**src/design/lkv_pkg.sv**
```systemverilog
// Package: widths, command codes, FSM states and cell types for the LRU key/value cache.
`default_nettype none
package lkv_pkg;

  localparam int MaxEntries = 16;
  localparam int KeyW       = 16;
  localparam int ValW       = 32;
  localparam int CapW       = 5;
  localparam int CntW       = $clog2(MaxEntries + 1);
  localparam int CmpW       = (CntW > CapW) ? CntW : CapW;

  localparam logic [CapW-1:0] CapReset = 5'd16;

  typedef enum logic {
    CMD_GET = 1'b0,
    CMD_PUT = 1'b1
  } cmd_e;

  typedef enum logic {
    S_IDLE   = 1'b0,
    S_UPDATE = 1'b1
  } state_e;

  typedef struct packed {
    logic            valid;
    logic [KeyW-1:0] key;
    logic [ValW-1:0] value;
  } cell_word_t;

  typedef struct packed {
    logic en;     // apply cycle
    logic shift;  // take neighbor's word
    logic keep;   // position lies below the new fill
  } cell_ctrl_t;

endpackage
`default_nettype wire

```
**src/design/lru_key_value_cache.sv**
```systemverilog
// Top level: LRU key/value cache built as a recency-ordered chain of cells.
// The accepted word is registered; compare+shift over the chain and the result register load
// follow in S_UPDATE once the output register is free. No new word is taken until then.
// The next input word is taken while a finished result still waits in the output register.
// Reset (async, active low): cache empty, capacity 16, no result pending; no clearing pass.
`default_nettype none
module lru_key_value_cache
  import lkv_pkg::*;
(
  input  wire logic            clk_i,
  input  wire logic            rst_ni,
  input  wire logic            in_valid_i,
  output logic                 in_ready_o,
  input  wire logic            command_i,
  input  wire logic [KeyW-1:0] key_i,
  input  wire logic [ValW-1:0] value_i,
  output logic                 out_valid_o,
  input  wire logic            out_ready_i,
  output logic                 hit_o,
  output logic [ValW-1:0]      read_value_o,
  input  wire logic            cfg_valid_i,
  output logic                 cfg_ready_o,
  input  wire logic [CapW-1:0] cfg_data_i
);

  state_e          state_q, state_d;
  logic [CapW-1:0] cap_q;
  logic [CntW-1:0] count_q, count_d;
  logic            cmd_q;
  logic [KeyW-1:0] key_q;
  logic [ValW-1:0] value_q;
  logic            out_valid_q, out_valid_d;
  logic            hit_q;
  logic [ValW-1:0] rdata_q;

  logic                  apply;
  logic [MaxEntries-1:0] match_vec;
  logic [MaxEntries-1:0] valid_vec;
  logic                  any_hit;
  logic [ValW-1:0]       hit_value;
  logic [CmpW-1:0]       eff_cap, kept, limit;
  cell_word_t            head;
  cell_word_t            cell_word [MaxEntries];
  cell_ctrl_t            cell_ctrl [MaxEntries];

  assign in_ready_o   = (state_q == S_IDLE);
  assign cfg_ready_o  = 1'b1;
  assign out_valid_o  = out_valid_q;
  assign hit_o        = hit_q;
  assign read_value_o = rdata_q;
  assign apply        = (state_q == S_UPDATE) && (!out_valid_q || out_ready_i);
  assign any_hit      = |match_vec;

  always_comb begin
    hit_value = '0;
    for (int i = 0; i < MaxEntries; i++) begin
      hit_value = hit_value | (cell_word[i].value & {ValW{match_vec[i]}});
    end
  end

  always_comb begin
    if (cap_q == '0) begin
      eff_cap = CmpW'(1);
    end else if (CmpW'(cap_q) > CmpW'(MaxEntries)) begin
      eff_cap = CmpW'(MaxEntries);
    end else begin
      eff_cap = CmpW'(cap_q);
    end
    kept  = (CmpW'(count_q) < eff_cap) ? CmpW'(count_q) : eff_cap - CmpW'(1);
    limit = any_hit ? CmpW'(count_q) : kept + CmpW'(1);
  end

  always_comb begin
    head.valid = 1'b1;
    head.key   = key_q;
    head.value = (cmd_q == CMD_PUT) ? value_q : hit_value;
  end

  // a hit rotates positions up to the match; a put miss shifts the whole row; a get miss changes nothing
  always_comb begin
    for (int i = 0; i < MaxEntries; i++) begin
      cell_ctrl[i].en    = apply && (any_hit || (cmd_q == CMD_PUT));
      cell_ctrl[i].shift = any_hit ? |(match_vec >> i) : 1'b1;
      cell_ctrl[i].keep  = CmpW'(i) < limit;
    end
  end

  for (genvar g = 0; g < MaxEntries; g++) begin : g_cell
    lkv_cell u_cell (
      .clk_i        (clk_i),
      .rst_ni       (rst_ni),
      .lookup_key_i (key_q),
      .ctrl_i       (cell_ctrl[g]),
      .prev_i       ((g == 0) ? head : cell_word[(g == 0) ? 0 : g - 1]),
      .word_o       (cell_word[g]),
      .match_o      (match_vec[g])
    );
    assign valid_vec[g] = cell_word[g].valid;
  end

  always_comb begin
    state_d     = state_q;
    count_d     = count_q;
    out_valid_d = out_valid_q;
    if (out_valid_q && out_ready_i) begin
      out_valid_d = 1'b0;
    end
    unique case (state_q)
      S_IDLE: begin
        if (in_valid_i) begin
          state_d = S_UPDATE;
        end
      end
      S_UPDATE: begin
        if (apply) begin
          state_d     = S_IDLE;
          out_valid_d = 1'b1;
          if (!any_hit && (cmd_q == CMD_PUT)) begin
            count_d = CntW'(limit);
          end
        end
      end
      default: state_d = S_IDLE;
    endcase
  end

  always_ff @(posedge clk_i or negedge rst_ni) begin
    if (!rst_ni) begin
      state_q     <= S_IDLE;
      count_q     <= '0;
      cap_q       <= CapReset;
      out_valid_q <= 1'b0;
    end else begin
      state_q     <= state_d;
      count_q     <= count_d;
      out_valid_q <= out_valid_d;
      if (cfg_valid_i && cfg_ready_o) begin
        cap_q <= cfg_data_i;
      end
    end
  end

  always_ff @(posedge clk_i) begin
    if (in_valid_i && in_ready_o) begin
      cmd_q   <= command_i;
      key_q   <= key_i;
      value_q <= value_i;
    end
    if (apply) begin
      hit_q   <= any_hit;
      rdata_q <= (any_hit && (cmd_q == CMD_GET)) ? hit_value : '0;
    end
  end

  a_match_unique : assert property (@(posedge clk_i) disable iff (!rst_ni)
    $onehot0(match_vec))
    else $error("key matched in more than one cell");

  a_count_tracks : assert property (@(posedge clk_i) disable iff (!rst_ni)
    $countones(valid_vec) == 32'(count_q))
    else $error("fill count differs from valid cells");

  a_valid_packed : assert property (@(posedge clk_i) disable iff (!rst_ni)
    (valid_vec & (valid_vec + MaxEntries'(1))) == '0)
    else $error("valid cells not packed at the front");

  a_put_fills : assert property (@(posedge clk_i) disable iff (!rst_ni)
    (apply && (cmd_q == CMD_PUT)) |=> (count_q != '0))
    else $error("cache empty after put");

endmodule
`default_nettype wire

```
**src/design/lkv_cell.sv**
```systemverilog
// One recency position of the LRU chain: holds a word, compares its key, shifts from its neighbor.
`default_nettype none
module lkv_cell
  import lkv_pkg::*;
(
  input  wire logic            clk_i,
  input  wire logic            rst_ni,
  input  wire logic [KeyW-1:0] lookup_key_i,
  input  wire cell_ctrl_t      ctrl_i,
  input  wire cell_word_t      prev_i,
  output cell_word_t           word_o,
  output logic                 match_o
);

  logic            valid_q, valid_d;
  logic [KeyW-1:0] key_q, key_d;
  logic [ValW-1:0] value_q, value_d;

  assign word_o  = '{valid: valid_q, key: key_q, value: value_q};
  assign match_o = valid_q && (key_q == lookup_key_i);

  always_comb begin
    valid_d = valid_q;
    key_d   = key_q;
    value_d = value_q;
    if (ctrl_i.en) begin
      if (ctrl_i.shift) begin
        valid_d = prev_i.valid;
        key_d   = prev_i.key;
        value_d = prev_i.value;
      end
      valid_d = valid_d && ctrl_i.keep;
    end
  end

  always_ff @(posedge clk_i or negedge rst_ni) begin
    if (!rst_ni) begin
      valid_q <= 1'b0;
    end else begin
      valid_q <= valid_d;
    end
  end

  always_ff @(posedge clk_i) begin
    key_q   <= key_d;
    value_q <= value_d;
  end

endmodule
`default_nettype wire
```
**config.mk**
```make
export PLATFORM = sky130hd
export DESIGN_NAME = lru_key_value_cache
export DESIGN_NICKNAME = d
export VERILOG_FILES = /design/src/design/lkv_pkg.sv /design/src/design/lru_key_value_cache.sv /design/src/design/lkv_cell.sv
export SDC_FILE = /design/constraint.sdc
export NUM_CORES = 1
export LEC_CHECK = 0
export ABC_AREA = 0
export BUFFER_PORTS_ARGS = -buffer_cell sky130_fd_sc_hd__buf_2
export CORE_MARGIN = 2
export CORE_UTILIZATION = 50
export DETAILED_ROUTE_END_ITERATION = 16
export GPL_TIMING_DRIVEN = 0
export MAX_ROUTING_LAYER = met4
export PLACE_DENSITY_LB_ADDON = 0.15
export SLEW_MARGIN = 0
export SYNTH_ARGS = -nofsm -noshare
export SYNTH_HDL_FRONTEND = slang
export SYNTH_SLANG_ARGS = --single-unit
```
**constraint.sdc**
```tcl
create_clock -name clk_i -period 6.8 [get_ports clk_i]
set_input_delay 0.34 -clock clk_i [delete_from_list [all_inputs] [get_ports clk_i]]
set_output_delay 0.34 -clock clk_i [all_outputs]
set_load 0.1 [all_outputs]
```
==> reports/metrics.cfg, run 1 <==
[layout]
fin_util_pct = 58.80
n_fill_cell = 5428
design_area_sq_um = 40960
diodes = 0
area_growth_pct = 16.92
drive_gt1_share_pct = 14.92
layout.nets = 2501

[clock_network]
cts_setup_buffers = 0
clock-sinks = 878
cts_tree = built
cts_buffers = 88
root_buffer = clkbuf_16
clk_pin_slew_worst_paths_ps = 60
clk_latency_ps = 660
cts-htree-levels = 3
cts_max_path_buffers = 3

[synth]
yosysWarningCount = 0
synth.area.top_cells = edfxtp_1 (73%), xor2_1 (3.8%), a22oi_1 (2.8%), xnor2_1 (2.8%), dfrtp_1 (1.9%)
synthCells = 2155
synth_edf_count = 850
yosysTopAreaCell = edfxtp_1
synth.net_count = 2220
synth_seq_cells = 878
ys_seq_area_share_pct = 74.86
synth_commonest_cells = edfxtp_1 (850), xor2_1 (150), nor2_1 (139)
synth.most_common_cell = edfxtp_1
syn_area_sq_um = 35030
synthFlopType = edfxtp_1
synth.distinct_cells = 71
async_flop_share_pct = 3.189
avgSynthCellArea_sq_um = 16.26
synth_top_area_share_pct = 72.86

[timing]
relSlewSlack_pct = 3.897
fin_skew_ps = 36.29
hold_viol = 0
fin_crit_sh_pct = 75.55
setup_ws_ps = 1663
slew_viol_final = 0
min_period_ps = 5137
rsz0062_at_grt = false
setup_viol = 0
tightest_slew_ps = 1442
max_freq_ghz = 0.1946
hold_ws_ps = 30.66

[route]
first_pass_iters = 6
vias = 21950
drc = 0
wl_microns = 107300
viasPerCell = 6.380
wl_per_cell_microns = 31.18
route.antenna.remaining_nets = 0
drtIter0Drc = 3133

[critical_path]
cp.required_ps = 7130
r2r-start = key_q[14]
crit_start = key_q[14]
r2r_cells = 10
critical_path_class = reg -> reg
start_kind = flip-flop
endpoint_kind = flip-flop
r2r_end = g_cell[15].u_cell.value_q[28]
cp_data_arrival_time_ps = 5470
crit_end = g_cell[15].u_cell.value_q[28]
r2r_slack_ps = 1660
cp_max_fo = 25

[floorplanning]
ios = 95
dieWidth_microns = 268.7
die-area_sq_um = 72200
dieHeight_microns = 268.7
core_area_sq_um = 69660
rows = 97
start_util_pct = 50.29

[min_path]
min_from = cfg_valid_i
hp-class = in -> reg

[power]
switching_share_pct = 32.57
p_comb_share_pct = 21.8
powerDensity_nw_per_um2 = 401.6
p_leak_uw = 0.01363
ir_worst_vdd_v = 0.0002782
clkPwrFrac_pct = 28.4
power.switching_uw = 5358
p_int_uw = 11090
pwr-share-seq_pct = 49.8
p_total_uw = 16450

[run]
maxCapViolCount = 0

[global_route]
grt_pass1_vias = 21730
grt_pass1_wl_microns = 150300
overflow = 0
grt_start_max_net_pins = 44
grt.total_usage_pct = 30.75
antenna_found_initial = 0

[placed_design]
io_buffers = 92
gp_congestion = 0.9529
place_area_sq_um = 37690
post-dp-hpwl_microns = 71970
place_ws_ps = 1736

[run_status]
status = finished clean

-- timing repair --
| action | 4_1_cts | 5_1_grt |
|---|---|---|
| gates resized for setup | 0 | 0 |
| hold buffers | 57 | 0 |
| endpoints found under the hold margin | 83 | 0 |
-- flip-flops by register name, summed over array words and instances, names as in the netlist, 5 cells and up --
signal,cells
cap_q,5
count_q,5
g_cell.u_cell.key_q,256
g_cell.u_cell.valid_q,16
g_cell.u_cell.value_q,512
key_q,16
read_value_o,32
value_q,32
-- per-layer routing --
layer  global-route usage [%]  wire length [microns]  vias up
met1                    40.54                  41350    11070
met2                    46.57                  49100     1506
met4                    10.65                   3704        0
met5                        -                      0        -
met3                    8.055                  13110      263
li1                         -                      -     9107
-- how the worst min path moves through the flow --
stage,to,slack [ps],cells past startpoint
3_3_place_gp,out_valid_o,420,1
3_5_place_dp,g_cell[2].u_cell.value_q[12],430,0
5_1_grt,cap_q[4],60,3
2_1_floorplan,cap_q[0],40,0
6_report,cap_q[4],30,3
4_1_cts,cap_q[4],20,3
-- layout make-up --
type / count / area (sq um) / area share (%)
flip-flops and latches: 878 / 26230 / 64.02
clock inverters: 48 / 380.4 / 0.9286
inverters: 13 / 52.55 / 0.1283
well taps: 940 / 1176 / 2.871
multi-input cells: 1161 / 8329 / 20.33
plain buffers: 103 / 625.6 / 1.527
repair buffers: 191 / 1861 / 4.542
clock buffers: 106 / 2312 / 5.645
-- placed cells by master, fill, tap and decap left out, types with 5 or more instances in the layout --
master,netlist,final
xnor2_1,110,110
ha_1,6,6
nor3b_1,5,5
nor2_4,0,6
nand3_1,92,92
o21ai_0,16,15
dlygate4sd3_1,0,57
a221oi_1,64,64
nor4_2,12,11
clkbuf_1,35,50
clkinvlp_4,0,5
nand4b_1,16,16
nor2_1,139,133
dfrtp_1,27,27
nand4_1,23,23
nor4_1,67,63
buf_6,15,18
nor4_4,2,7
buf_16,0,11
nor3_1,10,10
nand2b_1,9,9
clkinv_1,1,20
edfxtp_1,850,850
mux2i_1,17,17
clkbuf_16,0,90
nand2_1,69,69
nor4b_1,15,15
inv_1,12,10
xor2_1,150,150
buf_12,0,22
a21oi_1,52,48
clkinv_2,0,14
a22o_1,65,65
or4_1,10,10
or3_1,6,6
buf_2,31,123
a22oi_1,129,129
buf_4,20,25
mux2_2,7,7
-- power groups by stage --
stage / combinational [uW] / sequential, uW / clock, uW
after floorplan: 1700 / 8510 / 0
after CTS: 3560 / 8170 / 4700
after global placement: 3140 / 8410 / 0
after global routing: 3760 / 8280 / 4900
final: 3590 / 8190 / 4670
after detailed placement: 3520 / 8260 / 0
-- critical path, stage by stage (launching register included) --
cell and delay (ps):
edfxtp_1 380, buf_4 200, buf_6 180, xnor2_1 400, nand4_1 240, nor4_2 1100, buf_2 590, buf_2 510
o21ai_1 260, inv_2 550, buf_12 310
-- per-stage QoR --
stage | std cells | TNS (ps)
4_1_cts | 3439 | 0
3_5_place_dp | 3228 | 0
6_report | 3440 | 0
5_1_grt | 3440 | 0
3_3_place_gp | 3187 | -1025910
2_1_floorplan | 2155 | 0
-- logic make-up after synthesis --
group | Yosys count | share of synthesized area (%)
buffers and inverters | 116 | 1.921
XOR/XNOR | 261 | 6.546
adder cells (fa/ha/maj) | 6 | 0.2143
AO/OA/AOI/OAI | 367 | 7.879
AND/OR/NAND/NOR | 501 | 7.825
flip-flops | 878 | 74.86
multiplexers | 25 | 0.7429
other | 1 | 0.01070
Power figures use the tool's default switching activity.
==> inputs of run 2 (changes only) <==
==> constraint.sdc (replaced) <==
create_clock -name clk_i -period 4.2 [get_ports clk_i]
set_input_delay 0.21 -clock clk_i [delete_from_list [all_inputs] [get_ports clk_i]]
set_output_delay 0.21 -clock clk_i [all_outputs]
set_load 0.1 [all_outputs]
==> run 2 against run 1 <==
The run now ends with capacitance limit, setup timing left. Via count grew 0.45%. Die area is the same. Fmax grew 22%. Cell area grew 1.3%. Cell count grew 1.2%. Sequential share of layout area shrank 0.80 points. Power grew 65%. Critical path type unchanged. Highest routed layer unchanged.
==> reports/metrics.cfg, run 2 (same netlist as run 1, synthesis figures left out) <==
[timing]
setup_ws_ps = -10.56  ; -1673 ps
fin_crit_sh_pct = 100.3  ; +25 points
rsz0062_at_grt = true
min_period_ps = 4211  ; -926.9 ps
setup_viol = 2  ; +2
slew_viol_final = 0  ; unchanged
tightest_slew_ps = 1499  ; +57.76 ps
max_freq_ghz = 0.2375  ; +22%
fin_skew_ps = 31.11  ; -5.176 ps
relSlewSlack_pct = 0.04649  ; -3.9 points
hold_viol = 0  ; unchanged

[global_route]
antenna_found_initial = 2  ; +2
grt.total_usage_pct = 30.85  ; +0.096 points
grt_pass1_wl_microns = 151500  ; +0.79%
overflow = 0  ; unchanged
grt_start_max_net_pins = 49  ; +11%
grt_pass1_vias = 21880  ; +0.70%

[clock_network]
cts_max_path_buffers = 3  ; unchanged
clock-sinks = 878  ; unchanged
root_buffer = clkbuf_16
clk_latency_ps = 650  ; about the same
clk_pin_slew_worst_paths_ps = 60  ; about the same
cts_tree = built
cts_buffers = 92  ; +4.5%
cts-htree-levels = 3  ; unchanged

[placed_design]
gp_congestion = 0.9519  ; -0.10%
post-dp-hpwl_microns = 72230  ; +0.35%
place_area_sq_um = 37640  ; -0.14%
io_buffers = 92  ; unchanged

[floorplanning]
start_util_pct = 50.29  ; unchanged
rows = 97  ; unchanged
dieWidth_microns = 268.7  ; unchanged
core_area_sq_um = 69660  ; unchanged
die-area_sq_um = 72200  ; unchanged
ios = 95  ; unchanged
dieHeight_microns = 268.7  ; unchanged

[critical_path]
r2r_end = g_cell[0].u_cell.value_q[0]
start_kind = flip-flop
endpoint_kind = flip-flop
cp_max_fo = 10  ; -60%
r2r_slack_ps = -10  ; -1670 ps
cp.required_ps = 4640  ; -2490 ps
r2r-start = key_q[13]
cp_data_arrival_time_ps = 4650  ; -820 ps
critical_path_class = reg -> reg
r2r_cells = 11  ; +1

[power]
ir_worst_vdd_v = 0.0004266  ; +53%
p_total_uw = 27090  ; +65%
powerDensity_nw_per_um2 = 653.1  ; +63%
p_leak_uw = 0.01395  ; +2.3%

[layout]
design_area_sq_um = 41480  ; +1.3%
final_common_cell = edfxtp_1
top_regs = g_cell.u_cell.value_q: 512 flops, g_cell.u_cell.key_q: 256 flops
area_growth_pct = 18.41
regMostFlops = g_cell.u_cell.value_q
final_cell_mix = edfxtp_1 (850), xor2_1 (150), nor2_1 (133)
drive_gt1_share_pct = 16.19  ; +1.3 points
n_fill_cell = 5275  ; -2.8%
largest_reg_flops = 512  ; unchanged
layout.nets = 2528  ; +1.1%

[route]
vias = 22050  ; +0.45%
first_pass_iters = 5  ; -1
drc = 0  ; unchanged
viasPerCell = 6.335  ; -0.71%
wl_per_cell_microns = 30.89  ; -0.92%
route.antenna.remaining_nets = 0  ; unchanged
wl_microns = 107500  ; +0.23%
drtIter0Drc = 2764  ; -12%

[run_status]
violations = capacitance limit, setup timing
status = finished, violations left

[min_path]
min_from = cfg_valid_i
worst_hold_path.endpoint = cap_q[3]
hp-class = in -> reg
holdPathStages = 2  ; -1

[run]
maxCapViolCount = 1  ; +1

run 2: cell types whose count changed in the layout (fill, tap and decap cells not counted), moves of 3 or more:
cell	previous run	this run
dlygate4sd3_1	57	61
buf_4	25	45
nor4_4	7	12
clkbuf_1	50	58
nor4_1	63	59
clkbuf_16	90	93
clkinvlp_4	5	1
run 2: final cells by class:
cell class / instances / area (sq um) / area share, %
Antenna cell: 1 / 2.502 / 0.006032
Buffer: 102 / 633.1 / 1.526
Clock buffer: 120 / 2429 / 5.854
Clock inverter: 50 / 444.2 / 1.071
Inverter: 13 / 66.31 / 0.1599
Multi-Input combinational cell: 1162 / 8469 / 20.42
Sequential cell: 878 / 26230 / 63.22
Tap cell: 940 / 1176 / 2.835
Timing Repair Buffer: 214 / 2036 / 4.907
run 2: power by group:
part           switching, uW  internal [uW]  leakage, uW  total (uW)
combinational           4220           1720      0.00432        5940
sequential              1090          12200      0.00823       13200
clock                   3440           4460      0.00140        7900
total                   8760          18300       0.0139       27100
run 2: routing by layer:
metal / GRT usage [%] / routed length (microns) / share of wire, %
met5: - / 0 / 0
met4: 10.71 / 4133 / 3.8
met3: 7.817 / 12840 / 12
met2: 47.15 / 49310 / 46
met1: 40.42 / 41220 / 38
run 2: worst max-delay path: stages (launching register included):
cell and delay (ps):
edfxtp_1 390, buf_4 210, buf_4 220, xnor2_1 340, nand4_1 220, nor4_4 630
buf_2 540, clkdlybuf4s18_2 660, a22oi_1 220, nand3_1 130, nor2_1 110, a21oi_1 320
run 2: metrics by stage:
step                      util [%]  setup WS, ps  cells  TNS [ps]  hold WS, ps
final                        59.55        -10.56   3480    -17.79        30.58
after global routing         59.55        -7.645   3480    -8.668        29.15
after CTS                    59.36         5.828   3473         0       0.4006
after detailed placement     54.03        -715.2   3225   -185030        286.2
after global placement       52.68         -5061   3187  -2197010        267.7
after floorplan                  -        -578.8   2155   -131570       -85.59
run 2: how the worst max path moves through the flow:
stage | from | cells past startpoint | slack, ps | endpoint
after floorplan | key_q[11] | 10 | -580 | g_cell[4].u_cell.key_q[0]
after global placement | key_q[15] | 11 | -5060 | g_cell[2].u_cell.valid_q
after detailed placement | key_q[7] | 11 | -720 | g_cell[2].u_cell.key_q[4]
after CTS | key_q[12] | 12 | 6 | g_cell[14].u_cell.value_q[19]
after global routing | key_q[5] | 12 | -8 | g_cell[0].u_cell.value_q[0]
final | key_q[13] | 11 | -10 | g_cell[0].u_cell.value_q[0]
run 2: what timing repair did:
item                                    CTS  global route
setup buffers                            17             6
endpoints found under the setup margin  647           423
gates resized for setup                  13            17
pin swaps                                13             6
hold buffers                             61             0
hold endpoints to repair                 83             0
gates cloned                              0             1
